<file path="src/hw/rtl/audio_channel_remix_saturating_assert.svh">
// assertion macros for the remix rtl
`ifndef AUDIO_CHANNEL_REMIX_SATURATING_ASSERT_SVH
`define AUDIO_CHANNEL_REMIX_SATURATING_ASSERT_SVH

// condition implies consequence in the same cycle
`define ACRS_ASSERT_NOW(label, ante, cons, msg) \
    label: assert property (@(posedge clk) disable iff (!rst_n) (ante) |-> (cons)) \
        else $error(msg);

// condition implies consequence in the next cycle
`define ACRS_ASSERT_NEXT(label, ante, cons, msg) \
    label: assert property (@(posedge clk) disable iff (!rst_n) (ante) |=> (cons)) \
        else $error(msg);

`endif

</file>
<file path="src/hw/rtl/acrs_pkg.sv">
// types, constants and helpers for the channel remix block
`timescale 1ns / 1ps

package acrs_pkg;

    localparam int SAMPLE_BITS = 16;
    localparam int NUM_CH      = 6;
    localparam int CNT_BITS    = 3;

    localparam logic signed [SAMPLE_BITS-1:0] CLAMP_HI = 16'sh7fff;
    localparam logic signed [SAMPLE_BITS-1:0] CLAMP_LO = -16'sh7fff;

    // register indexes on the configuration port
    localparam logic REG_MIX_MODE   = 1'b0;
    localparam logic REG_SOURCE_CH  = 1'b1;

    localparam logic [CNT_BITS-1:0] CNT_MIN    = 3'd1;
    localparam logic [CNT_BITS-1:0] CNT_STEREO = 3'd2;
    localparam logic [CNT_BITS-1:0] CNT_DOWN   = 3'd5;
    localparam logic [CNT_BITS-1:0] CNT_MAX    = 3'd6;

    typedef enum logic [1:0] {
        MODE_DOWNMIX = 2'd0,
        MODE_COPY    = 2'd1,
        MODE_UPMIX   = 2'd2
    } mode_e;

    typedef logic signed [SAMPLE_BITS-1:0] sample_t;

    typedef struct packed {
        sample_t in_ch0;
        sample_t in_ch1;
        sample_t in_ch2;
        sample_t in_ch3;
        sample_t in_ch4;
        sample_t in_ch5;
        logic    silent_frame;
        logic    last_in_block;
    } in_item_t;

    typedef struct packed {
        sample_t               out_ch0;
        sample_t               out_ch1;
        sample_t               out_ch2;
        sample_t               out_ch3;
        sample_t               out_ch4;
        sample_t               out_ch5;
        logic [CNT_BITS-1:0]   out_channel_count;
        logic                  last_out_block;
    } out_item_t;

    // decoded per-frame control, travels down the pipe with the samples
    typedef struct packed {
        mode_e                 eff;
        logic [NUM_CH-1:0]     copy_mask;
        logic                  add_s5;
        logic [CNT_BITS-1:0]   cnt;
    } ctrl_t;

    // one saturating addition, result clamped to the symmetric range
    function automatic sample_t sat_add(input sample_t a, input sample_t b);
        logic signed [SAMPLE_BITS:0] sum;
        logic signed [SAMPLE_BITS:0] hi;
        logic signed [SAMPLE_BITS:0] lo;
        sample_t res;
        hi  = (SAMPLE_BITS+1)'(CLAMP_HI);
        lo  = (SAMPLE_BITS+1)'(CLAMP_LO);
        sum = signed'({a[SAMPLE_BITS-1], a}) + signed'({b[SAMPLE_BITS-1], b});
        if (sum > hi)
            res = CLAMP_HI;
        else if (sum < lo)
            res = CLAMP_LO;
        else
            res = sum[SAMPLE_BITS-1:0];
        return res;
    endfunction

endpackage

</file>
<file path="src/hw/rtl/acrs_mix_pipe.sv">
// three-stage remix datapath with valid/ready flow control
`timescale 1ns / 1ps
`include "audio_channel_remix_saturating_assert.svh"

module acrs_mix_pipe
    import acrs_pkg::*;
(
    input  logic      clk,
    input  logic      rst_n,
    input  logic      frame_valid,
    output logic      frame_ready,
    input  in_item_t  frame,
    input  ctrl_t     ctrl,
    output logic      remix_valid,
    input  logic      remix_ready,
    output out_item_t remix
);

    logic      st1_valid_reg, st1_valid_next;
    logic      st2_valid_reg, st2_valid_next;
    logic      st3_valid_reg, st3_valid_next;
    in_item_t  st1_item_reg, st1_item_next;
    in_item_t  st2_item_reg, st2_item_next;
    ctrl_t     st1_ctrl_reg, st1_ctrl_next;
    ctrl_t     st2_ctrl_reg, st2_ctrl_next;
    sample_t   st1_l_reg, st1_l_next, st1_r_reg, st1_r_next;
    sample_t   st2_l_reg, st2_l_next, st2_r_reg, st2_r_next;
    out_item_t out_reg, out_next;
    logic      adv1, adv2, adv3;
    sample_t   head;
    sample_t   l_fin, r_fin;

    // a stage may load when it is empty or its content moves on
    assign adv3 = !st3_valid_reg || remix_ready;
    assign adv2 = !st2_valid_reg || adv3;
    assign adv1 = !st1_valid_reg || adv2;

    assign frame_ready = adv1;
    assign remix_valid = st3_valid_reg;
    assign remix       = out_reg;

    assign st1_valid_next = adv1 ? frame_valid   : st1_valid_reg;
    assign st2_valid_next = adv2 ? st1_valid_reg : st2_valid_reg;
    assign st3_valid_next = adv3 ? st2_valid_reg : st3_valid_reg;

    // stage 1: channel 0 to both sides, then channel 1 left and 2 right
    always_comb
    begin
        head          = sat_add(frame.in_ch0, '0);
        st1_item_next = frame;
        st1_ctrl_next = ctrl;
        st1_l_next    = sat_add(head, frame.in_ch1);
        st1_r_next    = sat_add(head, frame.in_ch2);
    end

    // stage 2: channel 3 left, channel 4 right
    always_comb
    begin
        st2_item_next = st1_item_reg;
        st2_ctrl_next = st1_ctrl_reg;
        st2_l_next    = sat_add(st1_l_reg, st1_item_reg.in_ch3);
        st2_r_next    = sat_add(st1_r_reg, st1_item_reg.in_ch4);
    end

    // stage 3: channel 5 to both sides when six source channels are present, then mode select and silencing
    always_comb
    begin
        l_fin = st2_ctrl_reg.add_s5 ? sat_add(st2_l_reg, st2_item_reg.in_ch5) : st2_l_reg;
        r_fin = st2_ctrl_reg.add_s5 ? sat_add(st2_r_reg, st2_item_reg.in_ch5) : st2_r_reg;
        out_next                   = '0;
        out_next.out_channel_count = st2_ctrl_reg.cnt;
        out_next.last_out_block    = st2_item_reg.last_in_block;
        if (!st2_item_reg.silent_frame)
        begin
            unique case (st2_ctrl_reg.eff)
                MODE_DOWNMIX:
                begin
                    out_next.out_ch0 = l_fin;
                    out_next.out_ch1 = r_fin;
                end
                MODE_UPMIX:
                begin
                    out_next.out_ch0 = st2_item_reg.in_ch0;
                    out_next.out_ch2 = st2_item_reg.in_ch1;
                end
                default:
                begin
                    out_next.out_ch0 = st2_ctrl_reg.copy_mask[0] ? st2_item_reg.in_ch0 : '0;
                    out_next.out_ch1 = st2_ctrl_reg.copy_mask[1] ? st2_item_reg.in_ch1 : '0;
                    out_next.out_ch2 = st2_ctrl_reg.copy_mask[2] ? st2_item_reg.in_ch2 : '0;
                    out_next.out_ch3 = st2_ctrl_reg.copy_mask[3] ? st2_item_reg.in_ch3 : '0;
                    out_next.out_ch4 = st2_ctrl_reg.copy_mask[4] ? st2_item_reg.in_ch4 : '0;
                    out_next.out_ch5 = st2_ctrl_reg.copy_mask[5] ? st2_item_reg.in_ch5 : '0;
                end
            endcase
        end
    end

    // valid bits
    always_ff @(posedge clk or negedge rst_n)
    begin
        if (!rst_n)
        begin
            st1_valid_reg <= 1'b0;
            st2_valid_reg <= 1'b0;
            st3_valid_reg <= 1'b0;
        end
        else
        begin
            st1_valid_reg <= st1_valid_next;
            st2_valid_reg <= st2_valid_next;
            st3_valid_reg <= st3_valid_next;
        end
    end

    // stage payloads, loaded only when the stage advances
    always_ff @(posedge clk)
    begin
        if (adv1)
        begin
            st1_item_reg <= st1_item_next;
            st1_ctrl_reg <= st1_ctrl_next;
            st1_l_reg    <= st1_l_next;
            st1_r_reg    <= st1_r_next;
        end
        if (adv2)
        begin
            st2_item_reg <= st2_item_next;
            st2_ctrl_reg <= st2_ctrl_next;
            st2_l_reg    <= st2_l_next;
            st2_r_reg    <= st2_r_next;
        end
        if (adv3)
        begin
            out_reg <= out_next;
        end
    end

    // a stalled stage keeps its transaction
    `ACRS_ASSERT_NEXT(a_st1_hold, st1_valid_reg && !adv2, st1_valid_reg, "stage 1 lost a transaction")
    `ACRS_ASSERT_NEXT(a_st2_hold, st2_valid_reg && !adv3, st2_valid_reg, "stage 2 lost a transaction")
    // silent frames leave as all zero samples
    `ACRS_ASSERT_NEXT(a_silent, st2_valid_reg && adv3 && st2_item_reg.silent_frame,
        out_reg.out_ch0 == '0 && out_reg.out_ch1 == '0 && out_reg.out_ch2 == '0
            && out_reg.out_ch3 == '0 && out_reg.out_ch4 == '0 && out_reg.out_ch5 == '0,
        "silent frame produced samples")
    // a real downmix always reports stereo
    `ACRS_ASSERT_NOW(a_downmix_cnt, st2_valid_reg && st2_ctrl_reg.eff == MODE_DOWNMIX,
        st2_ctrl_reg.cnt == CNT_STEREO,
        "downmix with a channel count other than two")

endmodule

</file>
<file path="src/hw/rtl/audio_channel_remix_saturating.sv">
// top level of the saturating audio channel remix block
`timescale 1ns / 1ps

// Remixes one frame of six signed 16-bit samples per transaction: surround to
// stereo downmix with each addition clamped to +/-32767, direct copy, or
// stereo to surround. A frame is accepted in every cycle in which the pipe is
// not stalled. The mix pipe has three register stages, through which a frame
// passes in order: the channel 0 and channel 1/2 adds in the first stage, the
// channel 3/4 add in the second, the channel 5 add and mode select in the
// third. Back-pressure on the result side stalls the pipe without loss.
// Registers: mix_mode at byte 0x0, source_channels at 0x4; write them only
// while no frame is in flight.

module audio_channel_remix_saturating
    import acrs_pkg::*;
(
    input  logic        clk,
    input  logic        rst_n,
    input  logic        frame_valid,
    output logic        frame_ready,
    input  in_item_t    frame,
    output logic        remix_valid,
    input  logic        remix_ready,
    output out_item_t   remix,
    input  logic        psel,
    input  logic        penable,
    input  logic        pwrite,
    input  logic [2:0]  paddr,
    input  logic [31:0] pwdata,
    output logic [31:0] prdata,
    output logic        pready
);

    logic [1:0]          mix_mode_reg, mix_mode_next;
    logic [CNT_BITS-1:0] src_ch_reg, src_ch_next;
    logic                wr_en;
    logic [CNT_BITS-1:0] src_cl;
    ctrl_t               ctrl;

    assign pready = 1'b1;
    assign wr_en  = psel && penable && pwrite;

    // register write decode
    always_comb
    begin
        mix_mode_next = mix_mode_reg;
        src_ch_next   = src_ch_reg;
        if (wr_en)
        begin
            unique case (paddr[2])
                REG_MIX_MODE:  mix_mode_next = pwdata[1:0];
                REG_SOURCE_CH: src_ch_next   = pwdata[CNT_BITS-1:0];
                default:       mix_mode_next = mix_mode_reg;
            endcase
        end
    end

    always_ff @(posedge clk or negedge rst_n)
    begin
        if (!rst_n)
        begin
            mix_mode_reg <= MODE_COPY;
            src_ch_reg   <= CNT_STEREO;
        end
        else
        begin
            mix_mode_reg <= mix_mode_next;
            src_ch_reg   <= src_ch_next;
        end
    end

    // register readback
    always_comb
    begin
        unique case (paddr[2])
            REG_MIX_MODE:  prdata = {30'd0, mix_mode_reg};
            REG_SOURCE_CH: prdata = {29'd0, src_ch_reg};
            default:       prdata = '0;
        endcase
    end

    // per-frame control from the configuration
    always_comb
    begin
        if (src_ch_reg < CNT_MIN)
            src_cl = CNT_MIN;
        else if (src_ch_reg > CNT_MAX)
            src_cl = CNT_MAX;
        else
            src_cl = src_ch_reg;

        unique case (mix_mode_reg)
            MODE_DOWNMIX: ctrl.cnt = (src_cl > CNT_STEREO) ? CNT_STEREO : src_cl;
            MODE_UPMIX:   ctrl.cnt = CNT_MAX;
            default:      ctrl.cnt = src_cl;
        endcase

        // fall back to copy when too few source channels are present
        if (mix_mode_reg == MODE_DOWNMIX && src_cl >= CNT_DOWN)
            ctrl.eff = MODE_DOWNMIX;
        else if (mix_mode_reg == MODE_UPMIX && src_cl >= CNT_STEREO)
            ctrl.eff = MODE_UPMIX;
        else
            ctrl.eff = MODE_COPY;

        ctrl.add_s5 = (src_cl == CNT_MAX);
        for (int i = 0; i < NUM_CH; i++)
        begin
            ctrl.copy_mask[i] = (CNT_BITS'(i) < src_cl) && (CNT_BITS'(i) < ctrl.cnt);
        end
    end

    acrs_mix_pipe u_mix_pipe (
        .clk         (clk),
        .rst_n       (rst_n),
        .frame_valid (frame_valid),
        .frame_ready (frame_ready),
        .frame       (frame),
        .ctrl        (ctrl),
        .remix_valid (remix_valid),
        .remix_ready (remix_ready),
        .remix       (remix)
    );

endmodule
</file>
<file path="config.mk">
export PLATFORM = sky130hd
export DESIGN_NAME = audio_channel_remix_saturating
export DESIGN_NICKNAME = d
export VERILOG_FILES = /design/src/hw/rtl/acrs_pkg.sv /design/src/hw/rtl/acrs_mix_pipe.sv /design/src/hw/rtl/audio_channel_remix_saturating.sv
export VERILOG_INCLUDE_DIRS = /design/src /design/src/hw/rtl
export SDC_FILE = /design/constraint.sdc
export NUM_CORES = 1
export LEC_CHECK = 0
export BUFFER_PORTS_ARGS = -buffer_cell sky130_fd_sc_hd__buf_2
export CORE_ASPECT_RATIO = 0.9
export CORE_UTILIZATION = 55
export CTS_BUF_LIST = sky130_fd_sc_hd__clkbuf_8
export DETAILED_ROUTE_END_ITERATION = 7
export HOLD_SLACK_MARGIN = 0.15
export MAX_ROUTING_LAYER = met4
export PLACE_DENSITY = 0.77
export RECOVER_POWER = 100
export REMOVE_ABC_BUFFERS = 1
export SYNTH_ARGS = -nofsm -noshare
export SYNTH_HDL_FRONTEND = slang
export SYNTH_SLANG_ARGS = --single-unit
</file>
<file path="constraint.sdc">
create_clock -name clk -period 14.42 [get_ports clk]
set_input_delay 4.326 -clock clk [delete_from_list [all_inputs] [get_ports clk]]
set_output_delay 4.326 -clock clk [all_outputs]
set_load 0.005 [all_outputs]
</file>
==> results of run 1 <==
==> worst paths after layout <==
check / startpoint / to / slack, ns
setup / recovery: remix_ready / frame_ready / 3.26
hold / removal: u_mix_pipe.st1_item_reg[87] / u_mix_pipe.st2_item_reg[87] / 0.41
setup reg to reg: u_mix_pipe.remix_valid / u_mix_pipe.st1_r_reg[14] / 7.18
hold reg to reg: u_mix_pipe.st1_item_reg[87] / u_mix_pipe.st2_item_reg[87] / 0.41
max in group asynchronous: rst_n / mix_mode_reg[0] / 10.50
min in group asynchronous: rst_n / src_ch_reg[0] / 3.60
==> cell families after synthesis <==
kind of cell	after synthesis	share of synthesized area, %
AO/OA/AOI/OAI	420	14.00
XOR/XNOR	66	2.977
adder cells (fa/ha/maj)	133	8.416
buffers and inverters	119	2.900
flip-flops	392	60.43
multiplexers	11	0.6187
other	2	0.03868
AND/OR/NAND/NOR	389	10.61
==> cell usage in the layout, fill, tap and decap left out, types with 8 or more instances in the layout <==
| master | Yosys | layout |
|---|---|---|
| clkinv_1 | 0 | 15 |
| nor4_1 | 9 | 9 |
| or2_2 | 11 | 10 |
| inv_1 | 41 | 52 |
| buf_2 | 3 | 90 |
| a21oi_1 | 105 | 105 |
| nand4_1 | 9 | 9 |
| nand2b_1 | 20 | 20 |
| clkinv_2 | 0 | 11 |
| ha_1 | 97 | 97 |
| o21a_1 | 22 | 22 |
| edfxtp_1 | 384 | 384 |
| clkbuf_1 | 45 | 132 |
| a211oi_1 | 21 | 23 |
| mux2_2 | 8 | 8 |
| nand2_1 | 73 | 73 |
| a22oi_1 | 23 | 23 |
| a31oi_1 | 10 | 10 |
| maj3_1 | 30 | 30 |
| conb_1 | 2 | 31 |
| nand4b_1 | 9 | 9 |
| o21ai_0 | 114 | 117 |
| nor2_1 | 93 | 93 |
| xnor2_1 | 43 | 43 |
| nor2b_1 | 29 | 28 |
| or3_1 | 8 | 8 |
| a21o_1 | 22 | 22 |
| nor3_1 | 20 | 19 |
| clkbuf_8 | 0 | 61 |
| o211ai_1 | 15 | 15 |
| xor2_1 | 23 | 23 |
| and3_1 | 55 | 55 |
| o31ai_1 | 11 | 11 |
| nand3_1 | 17 | 17 |
==> worst register-to-register path: cells and delay by family, from the launching register on <==
kind                   cells  cell delay [ns]
buffers and inverters      3             6.19
DFF                        1             0.41
and+or+nand+nor            1             0.13
==> stage by stage <==
| step | hold WS (ns) | area [sq um] |
|---|---|---|
| detailed placement | 0.4045 | 20870 |
| global placement | 0.4004 | 20870 |
| finish | 0.4150 | 21880 |
| CTS | 0.4157 | 22120 |
| floorplan | 0.4003 | 19120 |
| global route | 0.4224 | 21880 |
==> final cells by class <==
| type | instances | area (sq um) | area share (%) |
|---|---|---|---|
| well taps | 462 | 578.1 | 2.642 |
| clock buffers | 61 | 839.6 | 3.836 |
| flip-flops and latches | 392 | 11730 | 53.62 |
| inverters | 41 | 153.9 | 0.7033 |
| diodes | 2 | 5.005 | 0.02287 |
| repair buffers | 226 | 975.9 | 4.460 |
| multi-input cells | 1050 | 7191 | 32.86 |
| clock inverters | 51 | 406.6 | 1.858 |
==> power groups by stage <==
stage | Sequential [mW] | Combinational (mW) | Clock (mW)
after floorplan | 1.63 | 0.941 | 0
after global placement | 1.67 | 1.27 | 0
after detailed placement | 1.67 | 1.30 | 0
after CTS | 1.65 | 1.31 | 0.960
after global routing | 1.68 | 1.44 | 1.01
final | 1.66 | 1.30 | 0.941
==> per-layer routing <==
metal  vias up  wire length [um]  part of all wire (%)
li1       6339                 -                     -
met1      6432             22010                    46
met2       560             20980                    44
met3        86              3443                   7.3
met4         0              1011                   2.1
met5         -                 0                     0
==> impl_metrics.toml, run 1 <==
[outcome]
outcome = "finished, violations left"
violations = "capacitance limit, slew limit"

[pwr]
internal-power_mw = 2.534
combPwrFrac_pct = 33.4
swShare_pct = 35.10
ir_worst_vdd_v = 0.00007881
powerDensity_nw_per_um2 = 178.4
p_leak_nw = 8.415
pwr-share-seq_pct = 42.5
pwr-share-clk_pct = 24.1
finalPower_mw = 3.905
p_sw_mw = 1.371

[worst_setup_path]
ff2ff_path_depth = 4
cpPeakStageDelay_ns = 1.84
critPathSlowestCell = "clkbuf_1"
path_depth = 4
cp-start-kind = "input port"
cp.arrival_ns = 6.84
critical_path.top_delay_family = "buffers and inverters"
crit_path_end_kind = "output port"
crit_buf_inv = 3
path_cells = "clkbuf_1 > nand4b_1 > clkbuf_1 > buf_2"
path_class = "in2out"
worstPathMaxFanout = 47
worst_ep_required_time_ns = 10.09
critical_path.most_common_cell = "clkbuf_1"

[floorplan]
fp.dieW_um = 200.1
dieHeight_um = 180.2
initial_core_util_pct = 56.52
ios = 275
dieArea_sq_um = 36060
rows = 64
core_area_sq_um = 34350

[timing]
hold_viol_final = 0
layout_worst_path_cycle_share_pct = 77.43
worst_pin_slew_ns = 3.717
setup_tns_ns = 0
setup_viol = 0
slew_viol_final = 465
finalWorstSetupSlack_ns = 3.255
finClkSkew_ns = 0.03167
slew_headroom_pct = -147.8
fin_crit_ns = 11.16
rsz0062_at_grt = "no"
max_freq_ghz = 0.08957

[logic_synthesis]
synth-edff-count = 384
synth_top_area_share_pct = 59.39
synth_area_leader_cell = "edfxtp_1"
synthMostInstantiatedCell = "edfxtp_1"
synthTopCellsByCount = "384 x edfxtp_1, 114 x o21ai_0, 105 x a21oi_1, 97 x ha_1, 93 x nor2_1"
syn_area_per_cell_sq_um = 12.67
ys_types = 78
ys_warn_count = 0
synth_ff_type = "edfxtp_1"
async_flop_share_pct = 2.041
synth.area.top_cells = "edfxtp_1 59%, ha_1 6.3%, o21ai_0 2.9%, a21oi_1 2.7%, xnor2_1 1.9%"
synth_area_sq_um = 19420
syn_inst = 1532
yosys_register_bits = 392
seq_area_frac_synth_pct = 60.43

[hold_path]
whs_path_depth = 0
hold_class = "reg2reg"

[final_layout]
stdcell_count = 2285
postLayoutCoreUtil_pct = 63.70
fillCellCount = 2739
final_nets = 2014
largest_register_ffs = 100
syn_to_final_growth_pct = 12.71
drive_gt1_share_pct = 11.37

[detailed_routing]
wl_per_cell_um = 20.76
routed_wl_mm = 47.44
dr.first_iter.drc_count = 1035
ant_nets = 0
via_per_inst = 5.872
drc = 0
vias = 13420
first_pass_iters = 5

[global_routing]
use_met2_pct = 39.22
grt_max_degree = 72
antenna_found_initial = 2
grt_first_pass_wirelength_mm = 71.70
grt_util_met3_pct = 4.192
met1_usage_pct = 40.67
grt_overflow_total = 0
busiest_layer = "met1"
first_global_vias = 12520
gr-usage-all-layers_pct = 27.31

[placement]
gp_congestion = 0.9291
dp_hpwl_mm = 35.35
io_buffers = 213
place_ws_ns = 4.732
place_inst = 2171

[clocking]
root_buffer = "clkbuf_8"
cts_num_sinks = 392
clk_pin_slew_ns = 0.06
htreeDepth = 2
cts_setup_buffers = 0
cts-hold-fix-buffers = 0
cts_tree = "built"
numCtsBuffers = 60
clock_latency_ns = 0.62
max-clock-path-buffers = 3
cts_resized = 0

[run]
cap_viol_max_count = 10
No activity file was read; power rests on OpenSTA's default activity.
==> inputs of run 2 (changes only) <==
==> constraint.sdc (replaced) <==
create_clock -name clk -period 10.85 [get_ports clk]
set_input_delay 3.255 -clock clk [delete_from_list [all_inputs] [get_ports clk]]
set_output_delay 3.255 -clock clk [all_outputs]
set_load 0.005 [all_outputs]
==> run 2 against run 1 <==
Effect of this change: the run still ends with capacitance limit, slew limit left; critical path depth is the same; global-route usage shrank 0.27 points; via count grew 0.57%; wire length grew 0.47%; design area shrank 0.65%; clock skew shrank 0.0012 ns; die area is the same; setup slack lost 0.24 ns; flip-flop and latch count is the same; first-iteration DRC count grew 20%; non-clock buffer count is the same.
==> impl_metrics.toml, run 2 (same netlist as run 1, synthesis figures left out) <==
[final_layout]
syn_to_final_growth_pct = 11.97
final_common_cell = "edfxtp_1"
drive_gt1_share_pct = 10.80
final_nets = 2013
postLayoutCoreUtil_pct = 63.29
largest_register_ffs = 100
final_cell_mix = "384 x edfxtp_1, 129 x clkbuf_1, 117 x o21ai_0"

[clocking]
cts_setup_buffers = 0
cts_num_sinks = 392
root_buffer = "clkbuf_8"
cts_resized = 0
htreeDepth = 2
cts-hold-fix-buffers = 0
cts_tree = "built"
clk_pin_slew_ns = 0.06
clock_latency_ns = 0.63
numCtsBuffers = 59
max-clock-path-buffers = 3

[worst_setup_path]
worst_ep_required_time_ns = 7.60
path_class = "in2out"
r2r_end = "u_mix_pipe.st1_item_reg[17]"
cp-start-kind = "input port"
reg2reg_slack_ns = 6.19
ff2ff_path_depth = 3
crit_path_end_kind = "output port"
cp.arrival_ns = 4.58
worstPathMaxFanout = 12
r2r_start = "u_mix_pipe.remix_valid"

[timing]
layout_worst_path_cycle_share_pct = 72.25
worst_pin_slew_ns = 3.961
setup_tns_ns = 0
slew_headroom_pct = -164.1
finalWorstSetupSlack_ns = 3.011
rsz0062_at_grt = "no"
setup_viol = 0
hold_viol_final = 0
max_freq_ghz = 0.1276
fin_crit_ns = 7.839
slew_viol_final = 440
finClkSkew_ns = 0.03045

[detailed_routing]
first_pass_iters = 5
via_per_inst = 5.926
wl_met3_mm = 3.888
dr.first_iter.drc_count = 1238
routed.top_layer = "met4"
ant_nets = 0
routed_wl_mm = 47.66
vias = 13490
drc = 0
wl_met1_mm = 21.87
wl_per_cell_um = 20.93
wl_met2_mm = 20.76

[floorplan]
fp.dieW_um = 200.1
rows = 64
dieHeight_um = 180.2
ios = 275
core_area_sq_um = 34350
initial_core_util_pct = 56.52
dieArea_sq_um = 36060

[outcome]
violations = "capacitance limit, slew limit"
outcome = "finished, violations left"

[run]
cap_viol_max_count = 8

[placement]
gp_congestion = 0.9344
dp_hpwl_mm = 35.17
place_ws_ns = 2.992
io_buffers = 213

[hold_path]
whs_path_depth = 0
hold_class = "reg2reg"
hp-start = "u_mix_pipe.st1_item_reg[51]"
min_to = "u_mix_pipe.st2_item_reg[51]"

[global_routing]
gr-usage-all-layers_pct = 27.04
antenna_found_initial = 0
grt_max_degree = 74
grt_first_pass_wirelength_mm = 70.96
first_global_vias = 12610
grt_overflow_total = 0

[pwr]
p_leak_nw = 8.385
ir_worst_vdd_v = 0.0001173
powerDensity_nw_per_um2 = 233.5
finalPower_mw = 5.077
[run 2: cell types whose count changed in the layout (fill, tap and decap cells not counted), sizes merged, moves of 3 or more]
cell,before,now
buf,94,97
bufinv,6,3
clkbuf,193,188
clkinv,29,21
clkinvlp,3,0
inv,54,63
[run 2: worst max-delay path by stage]
stage	startpoint	to	slack, ns	cells past startpoint
finish	remix_ready	frame_ready	3.01	4
global route	remix_ready	frame_ready	2.86	4
CTS	remix_ready	frame_ready	3.00	4
detailed placement	remix_ready	frame_ready	2.99	4
global placement	remix_ready	frame_ready	3.06	4
floorplan	remix_ready	frame_ready	0.33	1
[run 2: layout make-up]
type                    count  area, sq um
well taps                 462        578.1
diodes                      1        2.502
multi-input cells        1050         7194
flip-flops and latches    392        11730
repair buffers            226        979.7
inverters                  41        153.9
fillers                  2677        12610
clock buffers              59        812.0
clock inverters            46        286.5
[run 2: worst max-delay path, stage by stage]
cell and delay (ns):
clkbuf_1 0.09, nand4b_1 0.62, clkbuf_1 0.42, buf_2 0.20
[run 2: routing by layer]
layer / vias to the layer above / global-route usage (%)
met4: 0 / 7.725
li1: 6340 / -
met2: 578 / 38.74
met5: - / -
met1: 6502 / 39.82
met3: 73 / 4.361
[run 2: stage by stage]
stage                     hold WS, ns  instances  cell area [sq um]
final                          0.4067       2277              21740
after global routing           0.4076       2276              21740
after CTS                      0.3898       2276              21970
after detailed placement       0.4045       2171              20870
after global placement         0.4006       2171              20870
after floorplan                0.4003       1483              19120
[run 2: report_power, final]
group          total (mW)  leakage, nW  switching, mW  internal (mW)
clock network        1.14        0.637          0.560          0.581
registers            2.21         4.03          0.177           2.03
logic                1.73         3.72           1.06          0.670
total                5.08         8.38           1.80           3.28
